## config.mk

```make
export PLATFORM = sky130hd
export DESIGN_NAME = display_command_frame_decoder_core
export DESIGN_NICKNAME = d
export VERILOG_FILES = /design/src/design/dcfd_pkg.sv /design/src/design/display_command_frame_decoder_core.sv /design/src/design/dcfd_framer.sv /design/src/design/dcfd_queue.sv /design/src/design/dcfd_decoder.sv
export SDC_FILE = /design/constraint.sdc
export NUM_CORES = 1
export LEC_CHECK = 0
export BUFFER_PORTS_ARGS = -buffer_cell sky130_fd_sc_hd__buf_2
export CAP_MARGIN = 20
export CELL_PAD_IN_SITES_DETAIL_PLACEMENT = 1
export CELL_PAD_IN_SITES_GLOBAL_PLACEMENT = 1
export CORE_MARGIN = 2
export CORE_UTILIZATION = 46
export DETAILED_ROUTE_END_ITERATION = 12
export HOLD_SLACK_MARGIN = 0.08
export PLACE_DENSITY_LB_ADDON = 0.1
export SYNTH_ARGS = -nofsm -noshare
export SYNTH_HDL_FRONTEND = slang
export SYNTH_SLANG_ARGS = --single-unit
```

## constraint.sdc

```tcl
create_clock -name clk -period 5.47 [get_ports clk]
set_input_delay 1.094 -clock clk [delete_from_list [all_inputs] [get_ports clk]]
set_output_delay 1.094 -clock clk [all_outputs]
set_load 0.02 [all_outputs]
```

## src/design/dcfd_pkg.sv

```systemverilog
// ----------------------------------------------------------------------------
// Display command frame decoder package
// Shared types, constants and a lookup function for the frame decoder.
// ----------------------------------------------------------------------------
package dcfd_pkg;

  localparam int FRAME_BYTES = 12;
  localparam int CNT_W       = 4;
  localparam int QUEUE_DEPTH = 2;
  localparam int QPTR_W      = 1;

  // Frame byte positions.
  localparam logic [CNT_W-1:0] IDX_ASSIST  = CNT_W'(3);
  localparam logic [CNT_W-1:0] IDX_B4      = CNT_W'(4);
  localparam logic [CNT_W-1:0] IDX_MOTOR   = CNT_W'(5);
  localparam logic [CNT_W-1:0] IDX_B6      = CNT_W'(6);
  localparam logic [CNT_W-1:0] IDX_CHECK   = CNT_W'(7);
  localparam logic [CNT_W-1:0] IDX_CURRENT = CNT_W'(9);
  localparam logic [CNT_W-1:0] LAST_IDX    = CNT_W'(FRAME_BYTES - 1);

  // Register indexes and reset values.
  localparam logic [1:0] REG_KEY  = 2'd0;
  localparam logic [1:0] REG_HDR1 = 2'd1;
  localparam logic [1:0] REG_HDR2 = 2'd2;
  localparam logic [7:0] KEY_RESET  = 8'd9;
  localparam logic [7:0] HDR1_RESET = 8'd50;
  localparam logic [7:0] HDR2_RESET = 8'd14;

  localparam logic [6:0] SPEED_BASE = 7'd10;

  // Speed limit = speed * (motor >> 1) * 1e8 / (3600 * wheel), reduced by 400.
  localparam int PROD_W = 14;
  localparam int NUM_W  = 32;
  localparam int DEN_W  = 22;
  localparam int QUO_W  = 16;
  localparam logic [17:0] NUM_SCALE = 18'd250000;
  localparam logic [QUO_W-1:0] ERPS_MAX = '1;

  typedef enum logic [1:0] {
    PH_HUNT1 = 2'd0,
    PH_HUNT2 = 2'd1,
    PH_BODY  = 2'd2
  } phase_t;

  typedef enum logic [2:0] {
    BK_IDLE  = 3'd0,
    BK_LOAD  = 3'd1,
    BK_MUL   = 3'd2,
    BK_SCALE = 3'd3,
    BK_DIV   = 3'd4,
    BK_WRITE = 3'd5
  } back_state_t;

  typedef struct packed {
    logic [7:0] key;
    logic [7:0] hdr1;
    logic [7:0] hdr2;
  } cfg_t;

  // Classified frame handed from the framer to the decoder.
  typedef struct packed {
    logic [2:0] assist_level;
    logic [7:0] motor_constant;
    logic [4:0] wheel_code;
    logic [6:0] max_speed_kmh;
    logic       torque_mode;
    logic [3:0] current_code;
  } frame_fields_t;

  typedef struct packed {
    logic [2:0]  assist_level;
    logic [7:0]  motor_constant;
    logic [4:0]  wheel_code;
    logic [6:0]  max_speed_kmh;
    logic        torque_mode;
    logic [3:0]  current_code;
    logic [9:0]  current_factor_milli;
    logic [15:0] speed_limit_erps;
  } result_t;

  typedef struct packed {
    logic        hit;
    logic [17:0] len;
  } wheel_lookup_t;

  typedef struct packed {
    logic       full;
    logic       empty;
  } queue_status_t;

  localparam logic [3:0] CUR_LAST = 4'd10;
  localparam logic [9:0] CUR_MILLI [0:10] = '{
    10'd100, 10'd250, 10'd330, 10'd500, 10'd667, 10'd752,
    10'd800, 10'd833, 10'd870, 10'd910, 10'd1000
  };

  // Wheel circumference in units of 1e-5 m; codes not listed report no hit.
  function automatic wheel_lookup_t wheel_lookup(input logic [4:0] code);
    wheel_lookup_t r;
    r.hit = 1'b1;
    case (code)
      5'h12: r.len = 18'd46875;
      5'h0a: r.len = 18'd62847;
      5'h0e: r.len = 18'd78819;
      5'h02: r.len = 18'd94791;
      5'h06: r.len = 18'd110764;
      5'h00: r.len = 18'd126736;
      5'h04: r.len = 18'd142708;
      5'h08: r.len = 18'd157639;
      5'h0c: r.len = 18'd174305;
      5'h10: r.len = 18'd189583;
      5'h14: r.len = 18'd206250;
      5'h18: r.len = 18'd217361;
      5'h1c: r.len = 18'd219444;
      5'h1e: r.len = 18'd225000;
      default: begin
        r.hit = 1'b0;
        r.len = '0;
      end
    endcase
    return r;
  endfunction

endpackage

```

## src/design/display_command_frame_decoder_core.sv

```systemverilog
// ----------------------------------------------------------------------------
// Display command frame decoder
// Takes serial bytes, finds and checks 12-byte command frames and reports the
// decoded settings with a current factor and a speed limit.
// ----------------------------------------------------------------------------
// Throughput: one byte per cycle while the two-frame queue has room; the decoder
// takes one good frame at a time through its 16-step speed limit divider,
// so the last byte of a frame waits while the queue is full.
// Result path: a frame goes through the queue, then the decoder's load,
// multiply, scale, divide and write states; saturation skips the divide.
// Reset (rst, synchronous): framer hunts the first header, queue empty, wheel
// unknown, current factor zero, registers at their defaults.
module display_command_frame_decoder_core (
  input  logic        clk,
  input  logic        rst,
  input  logic        s_axis_tvalid,
  output logic        s_axis_tready,
  input  logic [7:0]  s_axis_tdata,   // [7:0] rx_byte
  output logic        m_axis_tvalid,
  input  logic        m_axis_tready,
  // [2:0] assist_level, [10:3] motor_constant, [15:11] wheel_code,
  // [22:16] max_speed_kmh, [23] torque_mode, [27:24] current_code,
  // [37:28] current_factor_milli, [53:38] speed_limit_erps, [55:54] zero
  output logic [55:0] m_axis_tdata,
  input  logic        cfg_valid,
  output logic        cfg_ready,
  input  logic [1:0]  cfg_index,
  input  logic [7:0]  cfg_data
);

  dcfd_pkg::cfg_t          cfg;
  dcfd_pkg::frame_fields_t push_data, pop_data;
  dcfd_pkg::queue_status_t q_status;
  dcfd_pkg::result_t       res;
  logic                    push, pop;

  assign cfg_ready = 1'b1;

  always_ff @(posedge clk) begin
    if (rst) begin
      cfg.key  <= dcfd_pkg::KEY_RESET;
      cfg.hdr1 <= dcfd_pkg::HDR1_RESET;
      cfg.hdr2 <= dcfd_pkg::HDR2_RESET;
    end else if (cfg_valid) begin
      case (cfg_index)
        dcfd_pkg::REG_KEY:  cfg.key  <= cfg_data;
        dcfd_pkg::REG_HDR1: cfg.hdr1 <= cfg_data;
        dcfd_pkg::REG_HDR2: cfg.hdr2 <= cfg_data;
        default: ;
      endcase
    end
  end

  dcfd_framer u_framer (
    .clk           (clk),
    .rst           (rst),
    .s_axis_tvalid (s_axis_tvalid),
    .s_axis_tready (s_axis_tready),
    .s_axis_tdata  (s_axis_tdata),
    .cfg           (cfg),
    .q_full        (q_status.full),
    .push          (push),
    .push_data     (push_data)
  );

  dcfd_queue u_queue (
    .clk       (clk),
    .rst       (rst),
    .push      (push),
    .push_data (push_data),
    .pop       (pop),
    .pop_data  (pop_data),
    .status    (q_status)
  );

  dcfd_decoder u_decoder (
    .clk       (clk),
    .rst       (rst),
    .q_status  (q_status),
    .q_data    (pop_data),
    .pop       (pop),
    .out_valid (m_axis_tvalid),
    .out_ready (m_axis_tready),
    .out_data  (res)
  );

  assign m_axis_tdata = {2'b00, res.speed_limit_erps, res.current_factor_milli,
                         res.current_code, res.torque_mode, res.max_speed_kmh,
                         res.wheel_code, res.motor_constant, res.assist_level};

endmodule

```

## src/design/dcfd_framer.sv

```systemverilog
// ----------------------------------------------------------------------------
// Frame hunter and checker
// Finds the two header bytes, gathers the frame body, checks the XOR sum and
// pushes the extracted fields of a good frame into the queue.
// ----------------------------------------------------------------------------
module dcfd_framer (
  input  logic                   clk,
  input  logic                   rst,
  input  logic                   s_axis_tvalid,
  output logic                   s_axis_tready,
  input  logic [7:0]             s_axis_tdata,
  input  dcfd_pkg::cfg_t         cfg,
  input  logic                   q_full,
  output logic                   push,
  output dcfd_pkg::frame_fields_t push_data
);

  dcfd_pkg::phase_t             phase, phase_next;
  logic [dcfd_pkg::CNT_W-1:0]   count, count_next;
  logic [7:0]                   acc;
  logic [7:0]                   b3, b4, b5, b6, b7, b9;
  logic [7:0]                   e3, e4, e5, e6, e7, e9;
  logic [7:0]                   sum;
  logic                         accept;
  logic                         last;

  assign last   = (phase == dcfd_pkg::PH_BODY) && (count == dcfd_pkg::LAST_IDX);
  assign s_axis_tready = !(last && q_full);
  assign accept = s_axis_tvalid && s_axis_tready;

  // Next state of the framer.
  always_comb begin
    phase_next = phase;
    count_next = count;
    if (accept) begin
      case (phase)
        dcfd_pkg::PH_HUNT2: begin
          if (s_axis_tdata == cfg.hdr2) begin
            phase_next = dcfd_pkg::PH_BODY;
            count_next = dcfd_pkg::CNT_W'(2);
          end else begin
            phase_next = dcfd_pkg::PH_HUNT1;
            count_next = '0;
          end
        end
        dcfd_pkg::PH_BODY: begin
          if (last) begin
            phase_next = dcfd_pkg::PH_HUNT1;
            count_next = '0;
          end else begin
            count_next = count + 1'b1;
          end
        end
        default: begin
          if (s_axis_tdata == cfg.hdr1) begin
            phase_next = dcfd_pkg::PH_HUNT2;
            count_next = dcfd_pkg::CNT_W'(1);
          end else begin
            phase_next = dcfd_pkg::PH_HUNT1;
            count_next = '0;
          end
        end
      endcase
    end
  end

  always_ff @(posedge clk) begin
    if (rst) begin
      phase <= dcfd_pkg::PH_HUNT1;
      count <= '0;
    end else begin
      phase <= phase_next;
      count <= count_next;
    end
  end

  // The running XOR skips the check byte; header bytes are part of it.
  always_ff @(posedge clk) begin
    if (accept) begin
      case (phase)
        dcfd_pkg::PH_HUNT2: acc <= acc ^ s_axis_tdata;
        dcfd_pkg::PH_BODY: begin
          if (count != dcfd_pkg::IDX_CHECK) acc <= acc ^ s_axis_tdata;
          if (count == dcfd_pkg::IDX_ASSIST)  b3 <= s_axis_tdata;
          if (count == dcfd_pkg::IDX_B4)      b4 <= s_axis_tdata;
          if (count == dcfd_pkg::IDX_MOTOR)   b5 <= s_axis_tdata;
          if (count == dcfd_pkg::IDX_B6)      b6 <= s_axis_tdata;
          if (count == dcfd_pkg::IDX_CHECK)   b7 <= s_axis_tdata;
          if (count == dcfd_pkg::IDX_CURRENT) b9 <= s_axis_tdata;
        end
        default: acc <= s_axis_tdata;
      endcase
    end
  end

  // The current byte bypasses its capture register when it is at a captured position.
  always_comb begin
    e3  = (count == dcfd_pkg::IDX_ASSIST)  ? s_axis_tdata : b3;
    e4  = (count == dcfd_pkg::IDX_B4)      ? s_axis_tdata : b4;
    e5  = (count == dcfd_pkg::IDX_MOTOR)   ? s_axis_tdata : b5;
    e6  = (count == dcfd_pkg::IDX_B6)      ? s_axis_tdata : b6;
    e7  = (count == dcfd_pkg::IDX_CHECK)   ? s_axis_tdata : b7;
    e9  = (count == dcfd_pkg::IDX_CURRENT) ? s_axis_tdata : b9;
    sum = (count == dcfd_pkg::IDX_CHECK)   ? acc : (acc ^ s_axis_tdata);
  end

  // Outputs toward the queue.
  always_comb begin
    push = accept && last && ((sum ^ cfg.key) == e7);
    push_data.assist_level   = e3[2:0];
    push_data.motor_constant = e5;
    push_data.wheel_code     = {e4[2:0], e6[7:6]};
    push_data.max_speed_kmh  = dcfd_pkg::SPEED_BASE + {1'b0, e6[5], e4[7:3]};
    push_data.torque_mode    = e6[3];
    push_data.current_code   = e9[3:0];
  end

endmodule

```

## src/design/dcfd_queue.sv

```systemverilog
// ----------------------------------------------------------------------------
// Frame queue
// Short first-in first-out buffer of checked frames between framer and decoder.
// ----------------------------------------------------------------------------
module dcfd_queue (
  input  logic                    clk,
  input  logic                    rst,
  input  logic                    push,
  input  dcfd_pkg::frame_fields_t push_data,
  input  logic                    pop,
  output dcfd_pkg::frame_fields_t pop_data,
  output dcfd_pkg::queue_status_t status
);

  dcfd_pkg::frame_fields_t       mem [0:dcfd_pkg::QUEUE_DEPTH-1];
  logic [dcfd_pkg::QPTR_W-1:0]   wr_ptr, rd_ptr;
  logic [dcfd_pkg::QPTR_W:0]     fill;

  assign status.full  = (fill == (dcfd_pkg::QPTR_W+1)'(dcfd_pkg::QUEUE_DEPTH));
  assign status.empty = (fill == '0);
  assign pop_data     = mem[rd_ptr];

  always_ff @(posedge clk) begin
    if (push) mem[wr_ptr] <= push_data;
  end

  always_ff @(posedge clk) begin
    if (rst) begin
      wr_ptr <= '0;
      rd_ptr <= '0;
      fill   <= '0;
    end else begin
      if (push) wr_ptr <= wr_ptr + 1'b1;
      if (pop)  rd_ptr <= rd_ptr + 1'b1;
      if (push && !pop)      fill <= fill + 1'b1;
      else if (pop && !push) fill <= fill - 1'b1;
    end
  end

  a_no_overflow: assert property (@(posedge clk) disable iff (rst)
    push |-> (!status.full || pop))
    else $error("frame queue written while full");

  a_no_underflow: assert property (@(posedge clk) disable iff (rst)
    pop |-> !status.empty)
    else $error("frame queue read while empty");

endmodule

```

## src/design/dcfd_decoder.sv

```systemverilog
// ----------------------------------------------------------------------------
// Frame decoder
// Applies the wheel and current tables, computes the speed limit with a
// radix-2 divider and holds the result in the output register.
// ----------------------------------------------------------------------------
module dcfd_decoder (
  input  logic                    clk,
  input  logic                    rst,
  input  dcfd_pkg::queue_status_t q_status,
  input  dcfd_pkg::frame_fields_t q_data,
  output logic                    pop,
  output logic                    out_valid,
  input  logic                    out_ready,
  output dcfd_pkg::result_t       out_data
);

  dcfd_pkg::back_state_t           state, state_next;
  dcfd_pkg::frame_fields_t         f;
  dcfd_pkg::wheel_lookup_t         wl;
  logic [17:0]                     wheel_length;
  logic [9:0]                      current_factor;
  logic [dcfd_pkg::PROD_W-1:0]     prod;
  logic [dcfd_pkg::NUM_W-1:0]      num;
  logic [dcfd_pkg::DEN_W-1:0]      den;
  logic [dcfd_pkg::DEN_W-1:0]      rem;
  logic [dcfd_pkg::QUO_W-1:0]      qsh;
  logic [3:0]                      step;
  logic                            no_wheel;
  logic                            saturate;
  logic [dcfd_pkg::DEN_W:0]        trial;
  logic                            trial_ge;
  logic                            out_free;
  logic                            load_out;

  assign wl       = dcfd_pkg::wheel_lookup(f.wheel_code);
  assign out_free = !out_valid || out_ready;
  assign saturate = no_wheel ||
                    ({{(dcfd_pkg::DEN_W-16){1'b0}}, num[dcfd_pkg::NUM_W-1:16]} >= den);
  assign trial    = {rem, qsh[dcfd_pkg::QUO_W-1]};
  assign trial_ge = trial >= {1'b0, den};

  // Next state.
  always_comb begin
    state_next = state;
    case (state)
      dcfd_pkg::BK_IDLE:  if (!q_status.empty) state_next = dcfd_pkg::BK_LOAD;
      dcfd_pkg::BK_LOAD:  state_next = dcfd_pkg::BK_MUL;
      dcfd_pkg::BK_MUL:   state_next = dcfd_pkg::BK_SCALE;
      dcfd_pkg::BK_SCALE: state_next = saturate ? dcfd_pkg::BK_WRITE : dcfd_pkg::BK_DIV;
      dcfd_pkg::BK_DIV:   if (step == 4'd15) state_next = dcfd_pkg::BK_WRITE;
      dcfd_pkg::BK_WRITE: if (out_free) state_next = dcfd_pkg::BK_IDLE;
      default:            state_next = dcfd_pkg::BK_IDLE;
    endcase
  end

  // Control outputs.
  always_comb begin
    pop      = 1'b0;
    load_out = 1'b0;
    case (state)
      dcfd_pkg::BK_IDLE:  pop = !q_status.empty;
      dcfd_pkg::BK_WRITE: load_out = out_free;
      default: ;
    endcase
  end

  always_ff @(posedge clk) begin
    if (rst) begin
      state          <= dcfd_pkg::BK_IDLE;
      wheel_length   <= '0;
      current_factor <= '0;
      out_valid      <= 1'b0;
    end else begin
      state <= state_next;
      if (state == dcfd_pkg::BK_LOAD) begin
        if (wl.hit) wheel_length <= wl.len;
        if (f.current_code <= dcfd_pkg::CUR_LAST)
          current_factor <= dcfd_pkg::CUR_MILLI[f.current_code];
      end
      if (load_out)       out_valid <= 1'b1;
      else if (out_ready) out_valid <= 1'b0;
    end
  end

  // Datapath: one multiply per stage, then one quotient bit per cycle.
  always_ff @(posedge clk) begin
    case (state)
      dcfd_pkg::BK_IDLE: f <= q_data;
      dcfd_pkg::BK_LOAD:
        prod <= dcfd_pkg::PROD_W'(f.max_speed_kmh * {1'b0, f.motor_constant[7:1]});
      dcfd_pkg::BK_MUL: begin
        num      <= dcfd_pkg::NUM_W'(prod * dcfd_pkg::NUM_SCALE);
        den      <= {wheel_length, 3'b000} + dcfd_pkg::DEN_W'(wheel_length);
        no_wheel <= (wheel_length == '0);
      end
      dcfd_pkg::BK_SCALE: begin
        rem  <= dcfd_pkg::DEN_W'(num[dcfd_pkg::NUM_W-1:16]);
        qsh  <= saturate ? dcfd_pkg::ERPS_MAX : num[15:0];
        step <= '0;
      end
      dcfd_pkg::BK_DIV: begin
        rem  <= trial_ge ? dcfd_pkg::DEN_W'(trial - {1'b0, den}) : trial[dcfd_pkg::DEN_W-1:0];
        qsh  <= {qsh[dcfd_pkg::QUO_W-2:0], trial_ge};
        step <= step + 1'b1;
      end
      default: ;
    endcase
  end

  always_ff @(posedge clk) begin
    if (load_out) begin
      out_data.assist_level         <= f.assist_level;
      out_data.motor_constant       <= f.motor_constant;
      out_data.wheel_code           <= f.wheel_code;
      out_data.max_speed_kmh        <= f.max_speed_kmh;
      out_data.torque_mode          <= f.torque_mode;
      out_data.current_code         <= f.current_code;
      out_data.current_factor_milli <= current_factor;
      out_data.speed_limit_erps     <= qsh;
    end
  end

  a_no_wheel_saturates: assert property (@(posedge clk) disable iff (rst)
    (state == dcfd_pkg::BK_SCALE && no_wheel) |=> (state == dcfd_pkg::BK_WRITE))
    else $error("missing wheel did not saturate the speed limit");

  a_write_sets_valid: assert property (@(posedge clk) disable iff (rst)
    load_out |=> out_valid)
    else $error("finished frame not presented at the output");

endmodule
```

==> results of run 1 <==
cell usage after synthesis (all sizes together), types with 32 or more instances:
master	n	area (sq um)
a21oi	102	522
and2	32	203
clkbuf	36	135
dfxtp	66	1320
edfxtp	288	8650
fa	71	1420
ha	197	2460
inv	184	691
nand2	137	514
nor2	140	526
o21ai	78	390
xnor2	81	709
xor2	41	359
worst max-delay path, delay by kind of cell, from the launching register on:
family / cells / cell delay (ns)
AO/OA/AOI/OAI: 6 / 1.44
XOR/XNOR: 1 / 0.11
adder cells (fa/ha/maj): 7 / 2.96
buffers and inverters: 2 / 0.10
flip-flops: 1 / 0.43
routing by layer:
layer,vias up,part of all wire
met4,0,0.019
li1,6738,-
met1,6859,0.45
met3,64,0.027
met2,149,0.50
met5,-,0
stage by stage:
| step | cell area [sq um] | hold slack, ns | setup TNS [ns] | cells | utilization |
|---|---|---|---|---|---|
| 2_1_floorplan | 21000 | 0.400 | 0 | 1856 | - |
| 6_report | 23700 | 0.419 | 0 | 2584 | 0.523 |
| 3_5_place_dp | 22000 | 0.406 | -0.00781 | 2498 | 0.488 |
| 5_1_grt | 23700 | 0.426 | 0 | 2584 | 0.523 |
| 4_1_cts | 23500 | 0.418 | 0 | 2576 | 0.521 |
| 3_3_place_gp | 22000 | 0.409 | 0 | 2498 | 0.488 |
registers in the layout, summed over array words and instances, names as in the netlist, 14 cells and up:
name                    flops
u_queue.mem                56
u_decoder.out_data         54
u_decoder.f                28
u_decoder.num              28
cfg                        24
u_decoder.den              22
u_decoder.rem              22
u_decoder.wheel_length     18
u_decoder.qsh              16
u_decoder.prod             14
final timing paths:
kind / startpoint / slack [ns] / end
worst min register to register: u_decoder.f[17] / 0.42 / u_decoder.out_data[43]
worst min-delay path: u_decoder.f[17] / 0.42 / u_decoder.out_data[43]
worst max register to register: u_decoder.prod[1] / 0.18 / u_decoder.num[29]
worst max-delay path: u_decoder.prod[1] / 0.18 / u_decoder.num[29]
layout make-up:
type                    count  area [sq um]
clock buffers              50          1090
clock inverters            28           394
fillers                  4741         21500
inverters                 184           691
multi-input cells        1262         10100
flip-flops and latches    354          9970
well taps                 600           751
repair buffers            106           621
kinds of logic after synthesis:
group | after synthesis | synth area share
adder cells (fa/ha/maj) | 269 | 0.186
AO/OA/AOI/OAI | 328 | 0.102
AND/OR/NAND/NOR | 478 | 0.109
multiplexers | 62 | 0.0315
flip-flops | 354 | 0.476
XOR/XNOR | 122 | 0.0510
buffers and inverters | 240 | 0.0449
other | 2 | 0.000358
repair_timing:
item,4_1_cts,5_1_grt
resized for setup,2,10
pin swaps,3,20
endpoints found under the setup margin,2,6
buffers inserted,0,7
==> metrics, run 1 <==
result of the run=finished clean; GR Layer Usage met3=0.0276; clock tree from TritonCTS=built; Port-buffer cells=just under 80; Max FO, Critical Path=4; routability congestion estimate=0.827; Slew HR=0.331; IO Pins=82; netlist area before placement=21000 sq um; worst-case reg-to-reg path depth=16; Die Wd=217 um; unrepaired setup endpoints after global routing=false; share of post-route cells with drive strength above 1=0.119; flops & latches, synth=354; number of maximum-capacitance constraint violations=0; measured slew at the worst slew-check pin=0.998 ns; initial antenna violation count=0; element type at the critical path end=flip-flop; clock root buffer=clkbuf_16; initial standard-cell utilization of the core=0.464; total routing usage reported by global routing=0.207; Cells on Worst Hold Path=0; H-tree levels=2; number of distinct standard cells referenced by the synthesized netlist=between 70 and 80; critical setup path kind=flip-flop to flip-flop; met1 Resource Use GR=0.265; Syn Inst Count=1855; Final Max Slew Viols=0; CP Cell Sequence=fa_1 > fa_1 > fa_1 > fa_1 > ha_1 > inv_1 > fa_1 > inv_2 > ha_4 > a21o_1 > o41ai_4 > a21oi_2 > o211ai_1 > a21boi_2 > o41ai_2 > xnor2_1; average wire per cell in the routed design=18.6 um; Period Utilization, post-route=0.966; clk sinks=354; Std-Cell Core Area=~45000 sq um; vias in the first global route=14730; total number of vias=13810; Hold Buf Count CTS=0; relative area change from synthesis to final layout=12.8%; Async S/R FF share, synth=0; required time at the endpoint of the critical path=5.79 ns; max frequency=about 190 MHz; Worst setup SP type=flip-flop; final critical delay including setup and external delays=between 5 and 6 ns; Final nets=2241; path type of the worst min-delay path=flip-flop to flip-flop; clk_lat worst skew=between 0.5 and 0.6 ns; smallest setup slack after layout=0.183 ns; yosys synthesis warning count=0; crit path DAT=5.61 ns; ANT cells=0; violation count after the first detailed-route iteration=567; slowest CP cell=fa_1; post-CTS clock slew at the launch and capture registers of the worst setup and hold paths=0.06 ns; Die Outline Area=47300 sq um; global-route track usage on met2=0.368; GRT Residual Overflow=0; share of synthesized area occupied by flip-flops and latches=0.476; Final Hold Violating Endpoints=0; worst setup timing slack at the placement stage=-0.00720 ns; number of enable flip-flop cells after synthesis=approximately 290; final routed DRC violation total=0; highest-count cells in the layout ignoring fill and taps=288 x edfxtp_1, 195 x ha_1, 182 x inv_1, 139 x nor2_1, 136 x nand2_1; Syn Area/Cell=roughly 11 sq um; mean number of vias per cell=5.34; library cell appearing most often on the critical path=fa_1; Placement Rows=78; wire length after detailed routing=between 40 and 50 mm; Slowest Stage Delay on Critical Path=around 0.6 ns; leading cell type in the layout, fill and taps excluded=edfxtp_1; remaining antenna violation count after routing=0; highest-utilization routing layer at the global route stage=met2; maximum count of clock buffers along a single path=3; most common flop cell mapped by yosys=edfxtp_1; Detail Placement HPWL=35.5 mm; maximum number of pins on one net before global-route repair=54; first-pass detailed-route iteration total=5; total of endpoints with negative setup slack in the final report=0; Die Height=around 220 um; cts bufs inserted=42; clock skew after layout=0.0186 ns; global-route wire length before repair=78.1 mm
Power of run 1 is not shown: default switching activity piles up to over one toggle a cycle in this logic, so the estimate is an artifact.
==> run 2: changes to the inputs <==
- RECOVER_POWER: not set -> 25
==> metrics, run 2 (synthesized netlist as in run 1, its figures left out) <==
Std-Cell Core Area=45200 sq um (unchanged); slowest CP cell=fa_1; Detail Placement HPWL=35.5 mm (unchanged); maximum count of clock buffers along a single path=3 (unchanged); final routed DRC violation total=0 (unchanged); crit path DAT=5.61 ns (about the same); initial standard-cell utilization of the core=0.464 (unchanged); IO Pins=82 (unchanged); Max FO, Critical Path=4 (unchanged); Filler Cells Inserted=4748 (+0.15%); leading cell type in the layout, fill and taps excluded=edfxtp_1; post-CTS clock slew at the launch and capture registers of the worst setup and hold paths=0.06 ns (about the same); clk_lat worst skew=0.59 ns (about the same); GRT Residual Overflow=0 (unchanged); Largest register FFs=56 (unchanged); Worst setup SP type=flip-flop; critical setup path kind=flip-flop to flip-flop; clock root buffer=clkbuf_16; maximum number of pins on one net before global-route repair=54 (unchanged); Slew HR=-0.694 (-1.03); mean number of vias per cell=5.34 (-0.10%); total of endpoints with negative setup slack in the final report=0 (unchanged); post-placement cell count=2498 (unchanged); measured slew at the worst slew-check pin=2.54 ns (+1.54 ns); final critical delay including setup and external delays=5.29 ns (+0.00101 ns); max frequency=189 MHz (about the same); violation count after the first detailed-route iteration=581 (+2.5%); required time at the endpoint of the critical path=5.79 ns (about the same); clock tree from TritonCTS=built; CP Cell Sequence=fa_1 > fa_1 > fa_1 > fa_1 > ha_1 > inv_1 > fa_1 > inv_2 > ha_4 > a21o_1 > o41ai_4 > a21oi_2 > o211ai_1 > a21boi_2 > o41ai_2 > xnor2_1; remaining antenna violation count after routing=0 (unchanged); Placement Rows=78 (unchanged); vias in the first global route=14730 (unchanged); path type of the worst min-delay path=flip-flop to flip-flop; number of buffer and inverter instances along the worst setup path=2 (unchanged); share of post-route cells with drive strength above 1=0.112 (-0.00706); clock skew after layout=0.0199 ns (+0.00121 ns); highest-count cells in the layout ignoring fill and taps=288 x edfxtp_1, 195 x ha_1, 182 x inv_1, 139 x nor2_1, 136 x nand2_1; clk sinks=354 (unchanged); library cell appearing most often on the critical path=fa_1; post-route insts no fill=2584 (unchanged); cts bufs inserted=42 (unchanged); relative area change from synthesis to final layout=12.6%; result of the run=complete, but fails checks; H-tree levels=2 (unchanged); smallest setup slack after layout=0.182 ns (-0.00101 ns); number of maximum-capacitance constraint violations=4 (+4); Hold Buf Count CTS=0 (unchanged); wire length after detailed routing=48.1 mm (about the same); total routing usage reported by global routing=0.207 (unchanged); Die Height=217 um (unchanged); Port-buffer cells=78 (unchanged); unrepaired setup endpoints after global routing=false; element type at the critical path end=flip-flop; routability congestion estimate=0.827 (unchanged); Final nets=2241 (unchanged); Die Wd=217 um (unchanged); Worst path top cell family by delay=adder cells; largest reg by FF count=u_queue.mem; total number of vias=13796 (-0.10%); Period Utilization, post-route=0.967 (about the same); average wire per cell in the routed design=18.6 um (about the same); Final Hold Violating Endpoints=0 (unchanged); Slowest Stage Delay on Critical Path=0.59 ns (about the same); global-route wire length before repair=78.1 mm (unchanged); worst setup timing slack at the placement stage=-0.00720 ns (unchanged); ANT cells=0 (unchanged); first-pass detailed-route iteration total=4 (-1); violated checks=max-capacitance violations, max-slew violations; Final Max Slew Viols=160 (+160); Die Outline Area=47300 sq um (unchanged); initial antenna violation count=0 (unchanged); largest registers=u_queue.mem x56, u_decoder.out_data x54
run 2: area by class of cell:
cell class                      instances  area [sq um]  area share
Multi-Input combinational cell       1262         10100       0.429
Sequential cell                       354          9970       0.422
Clock buffer                           50          1090      0.0462
Tap cell                              600           751      0.0318
Inverter                              184           691      0.0293
Timing Repair Buffer                  106           586      0.0248
Clock inverter                         28           394      0.0167
run 2: metal layers:
layer | vias up | GRT usage | wire [um]
met5 | - | 0 | 0
met4 | 0 | 0.0568 | 940
met3 | 65 | 0.0276 | 1350
met2 | 157 | 0.368 | 24200
met1 | 6839 | 0.265 | 21600
li1 | 6735 | - | -
run 2: worst paths after layout:
kind,cells after the start,slack (ns),end,start
worst min register to register,0,0.42,u_decoder.out_data[43],u_decoder.f[17]
worst max register to register,16,0.18,u_decoder.num[29],u_decoder.prod[1]
worst min-delay path,0,0.42,u_decoder.out_data[43],u_decoder.f[17]
worst max-delay path,16,0.18,u_decoder.num[29],u_decoder.prod[1]
run 2: worst reg2reg max path: stages (launching register included):
cell      delay, ns
edfxtp_1       0.43
fa_1           0.59
fa_1           0.44
fa_1           0.52
fa_1           0.42
ha_1           0.28
inv_1          0.05
fa_1           0.49
inv_2          0.05
ha_4           0.22
a21o_1         0.21
o41ai_4        0.38
a21oi_2        0.13
o211ai_1       0.29
a21boi_2       0.11
o41ai_2        0.32
xnor2_1        0.11
run 2: what timing repair did:
| action | CTS | global route |
|---|---|---|
| endpoints found under the setup margin | 2 | 6 |
| buffers inserted | 0 | 7 |
| resized for setup | 2 | 10 |
| pin swaps | 3 | 20 |
run 2: through the flow:
stage / utilization / area [sq um] / setup TNS [ns] / hold slack (ns)
6_report: 0.522 / 23600 / 0 / 0.418
5_1_grt: 0.522 / 23600 / 0 / 0.426
4_1_cts: 0.521 / 23500 / 0 / 0.418
3_5_place_dp: 0.488 / 22000 / -0.00781 / 0.406
3_3_place_gp: 0.488 / 22000 / 0 / 0.409
2_1_floorplan: - / 21000 / 0 / 0.400
Power of run 2 is left out for the same reason.
==> run 3: changes to the inputs <==
- CORE_UTILIZATION: 46 -> 51
- clock period: 5.47 -> 5 ns (I/O delays scaled with it)
==> metrics, run 3 (synthesized netlist as in run 1, its figures left out) <==
violated checks=negative setup slack; element type at the critical path end=flip-flop; RR Startpoint=u_decoder.prod[1]; initial standard-cell utilization of the core=0.515 (+0.0506); total number of vias=14126 (+2.4%); critical setup path kind=flip-flop to flip-flop; Port-buffer cells=78 (unchanged); total routing usage reported by global routing=0.237 (+0.0302); Sequential Area=9970 sq um (unchanged); cts bufs inserted=40 (-4.8%); measured slew at the worst slew-check pin=1.10 ns (-1.44 ns); clock tree from TritonCTS=built; unrepaired setup endpoints after global routing=true; result of the run=complete, but fails checks; Final Hold Violating Endpoints=0 (unchanged); ANT cells=0 (unchanged); Final Max Slew Viols=0 (-100%); Placement Rows=74 (-5.1%); Die Wd=207 um (-4.9%); global-route track usage on met2=0.428 (+0.0603); Period Utilization, post-route=1.06 (+0.0983); clock skew after layout=0.0267 ns (+0.00686 ns); share of post-route cells with drive strength above 1=0.149 (+0.0368); relative area change from synthesis to final layout=13.8%; Largest register FFs=56 (unchanged); highest-utilization routing layer at the global route stage=met2; smallest setup slack after layout=-0.325 ns (-0.507 ns); max frequency=188 MHz (-0.70%); H-tree levels=2 (unchanged); number of maximum-capacitance constraint violations=0 (-4); final critical delay including setup and external delays=5.32 ns (+0.0372 ns); Max FO, Critical Path=4 (unchanged); violation count after the first detailed-route iteration=613 (+5.5%); GR Layer Usage met3=0.0359 (+0.00833); GRT Residual Overflow=0 (unchanged); Register-to-Register Setup Slack=-0.32 ns (-0.51 ns); wire length after detailed routing=50.4 mm (+4.9%); Die Outline Area=42700 sq um (-9.6%); total of endpoints with negative setup slack in the final report=6 (+6); clock root buffer=clkbuf_16; met1 Resource Use GR=0.297 (+0.0318); core occupancy in the finished layout=0.585 (+0.0630); crit path DAT=5.64 ns (+0.03 ns); Worst setup SP type=flip-flop; Critical R2R Capture=u_decoder.num[31]; clk sinks=354 (unchanged); largest reg by FF count=u_queue.mem; required time at the endpoint of the critical path=5.31 ns (-0.48 ns); global-route wire length before repair=79.3 mm (+1.5%); initial antenna violation count=0 (unchanged); Final nets=2272 (+1.4%); vias in the first global route=15045 (+2.1%); last element of the critical path=u_decoder.num[31]; post-CTS clock slew at the launch and capture registers of the worst setup and hold paths=0.06 ns (about the same); leading cell type in the layout, fill and taps excluded=edfxtp_1; multi-input combinational cell area=10400 sq um (+2.7%); first-pass detailed-route iteration total=5 (+1); worst-case reg-to-reg path depth=17 (+1); final routed DRC violation total=0 (unchanged); Filler Cells Inserted=4296 (-9.5%); average wire per cell in the routed design=19.8 um (+6.5%); highest-count cells in the layout ignoring fill and taps=288 x edfxtp_1, 181 x ha_1, 177 x inv_1, 137 x nor2_1, 135 x nand2_1; Hold Buf Count CTS=0 (unchanged); Std-Cell Core Area=40700 sq um (-9.8%); path type of the worst min-delay path=flip-flop to flip-flop; IO Pins=82 (unchanged); source of the critical timing path=u_decoder.prod[1]; Die Height=207 um (-4.9%); maximum count of clock buffers along a single path=3 (unchanged); maximum number of pins on one net before global-route repair=54 (unchanged); routability congestion estimate=0.816 (-1.3%); mean number of vias per cell=5.55 (+4.0%); largest registers=u_queue.mem x56, u_decoder.out_data x54; remaining antenna violation count after routing=0 (unchanged); Slew HR=0.263 (+0.957); Detail Placement HPWL=36.7 mm (+3.5%); clk_lat worst skew=0.57 ns (-0.02 ns)
-- run 3: cell types whose count changed in the layout (fill, tap and decap cells not counted), moves of 4 or more --
cell	previous run	this run
a21oi_1	98	94
a21oi_2	4	8
buf_4	18	48
buf_6	1	5
bufinv_16	8	1
clkbuf_1	16	12
clkinv_2	4	10
ha_1	195	181
ha_4	2	15
inv_1	182	177
inv_2	2	7
-- run 3: what timing repair did --
| item | in CTS | in global routing |
|---|---|---|
| setup endpoints to repair | 10 | 13 |
| buffers inserted | 5 | 8 |
| pin swaps | 10 | 27 |
| gates resized for setup | 11 | 40 |
-- run 3: layer usage --
layer | up-vias | routed length (um)
li1 | 6803 | -
met5 | - | 0
met1 | 7034 | 21500
met4 | 0 | 1150
met2 | 211 | 26100
met3 | 78 | 1690
-- run 3: worst min-delay path by stage --
| stage | end | cells after the start | start | slack, ns |
|---|---|---|---|---|
| after floorplan | u_decoder.out_data[30] | 0 | u_decoder.f[4] | 0.40 |
| after global placement | u_decoder.out_data[30] | 0 | u_decoder.f[4] | 0.40 |
| after detailed placement | u_decoder.out_data[53] | 0 | u_decoder.f[27] | 0.42 |
| after CTS | u_decoder.out_data[43] | 0 | u_decoder.f[17] | 0.43 |
| after global routing | u_decoder.out_data[43] | 0 | u_decoder.f[17] | 0.43 |
| final | u_decoder.out_data[43] | 0 | u_decoder.f[17] | 0.43 |
-- run 3: through the flow --
step           cells  setup TNS (ns)  hold WS (ns)  cell area (sq um)  worst slack, ns
4_1_cts         2534           -1.32         0.426              23500           -0.274
2_1_floorplan   1856         -0.0362         0.400              21000          -0.0362
6_report        2543           -1.49         0.431              23900           -0.325
5_1_grt         2543           -3.11         0.434              23900           -0.505
3_5_place_dp    2457           -1.44         0.419              22200           -0.385
3_3_place_gp    2457          -0.667         0.403              22200           -0.256
-- run 3: final cells by class --
class,count,share of cell area
tap,532,0.0279
clock buffer,50,0.0457
multi-input combinational,1262,0.436
inverter,184,0.0290
clock inverter,22,0.00703
timing repair buffer,139,0.0365
sequential,354,0.418
-- run 3: worst max-delay path, stage by stage (launching register included) --
cell and delay (ns):
edfxtp_1 0.49, fa_1 0.58, fa_1 0.43, fa_1 0.52, fa_1 0.45, ha_4 0.29, inv_2 0.03, fa_1 0.48
inv_2 0.04, ha_4 0.22, a21o_1 0.19, o41ai_4 0.37, a21oi_2 0.12, o211ai_1 0.31, buf_4 0.17, nand2_2 0.05
a211oi_2 0.21, xnor2_1 0.10
Power of run 3 is left out for the same reason.
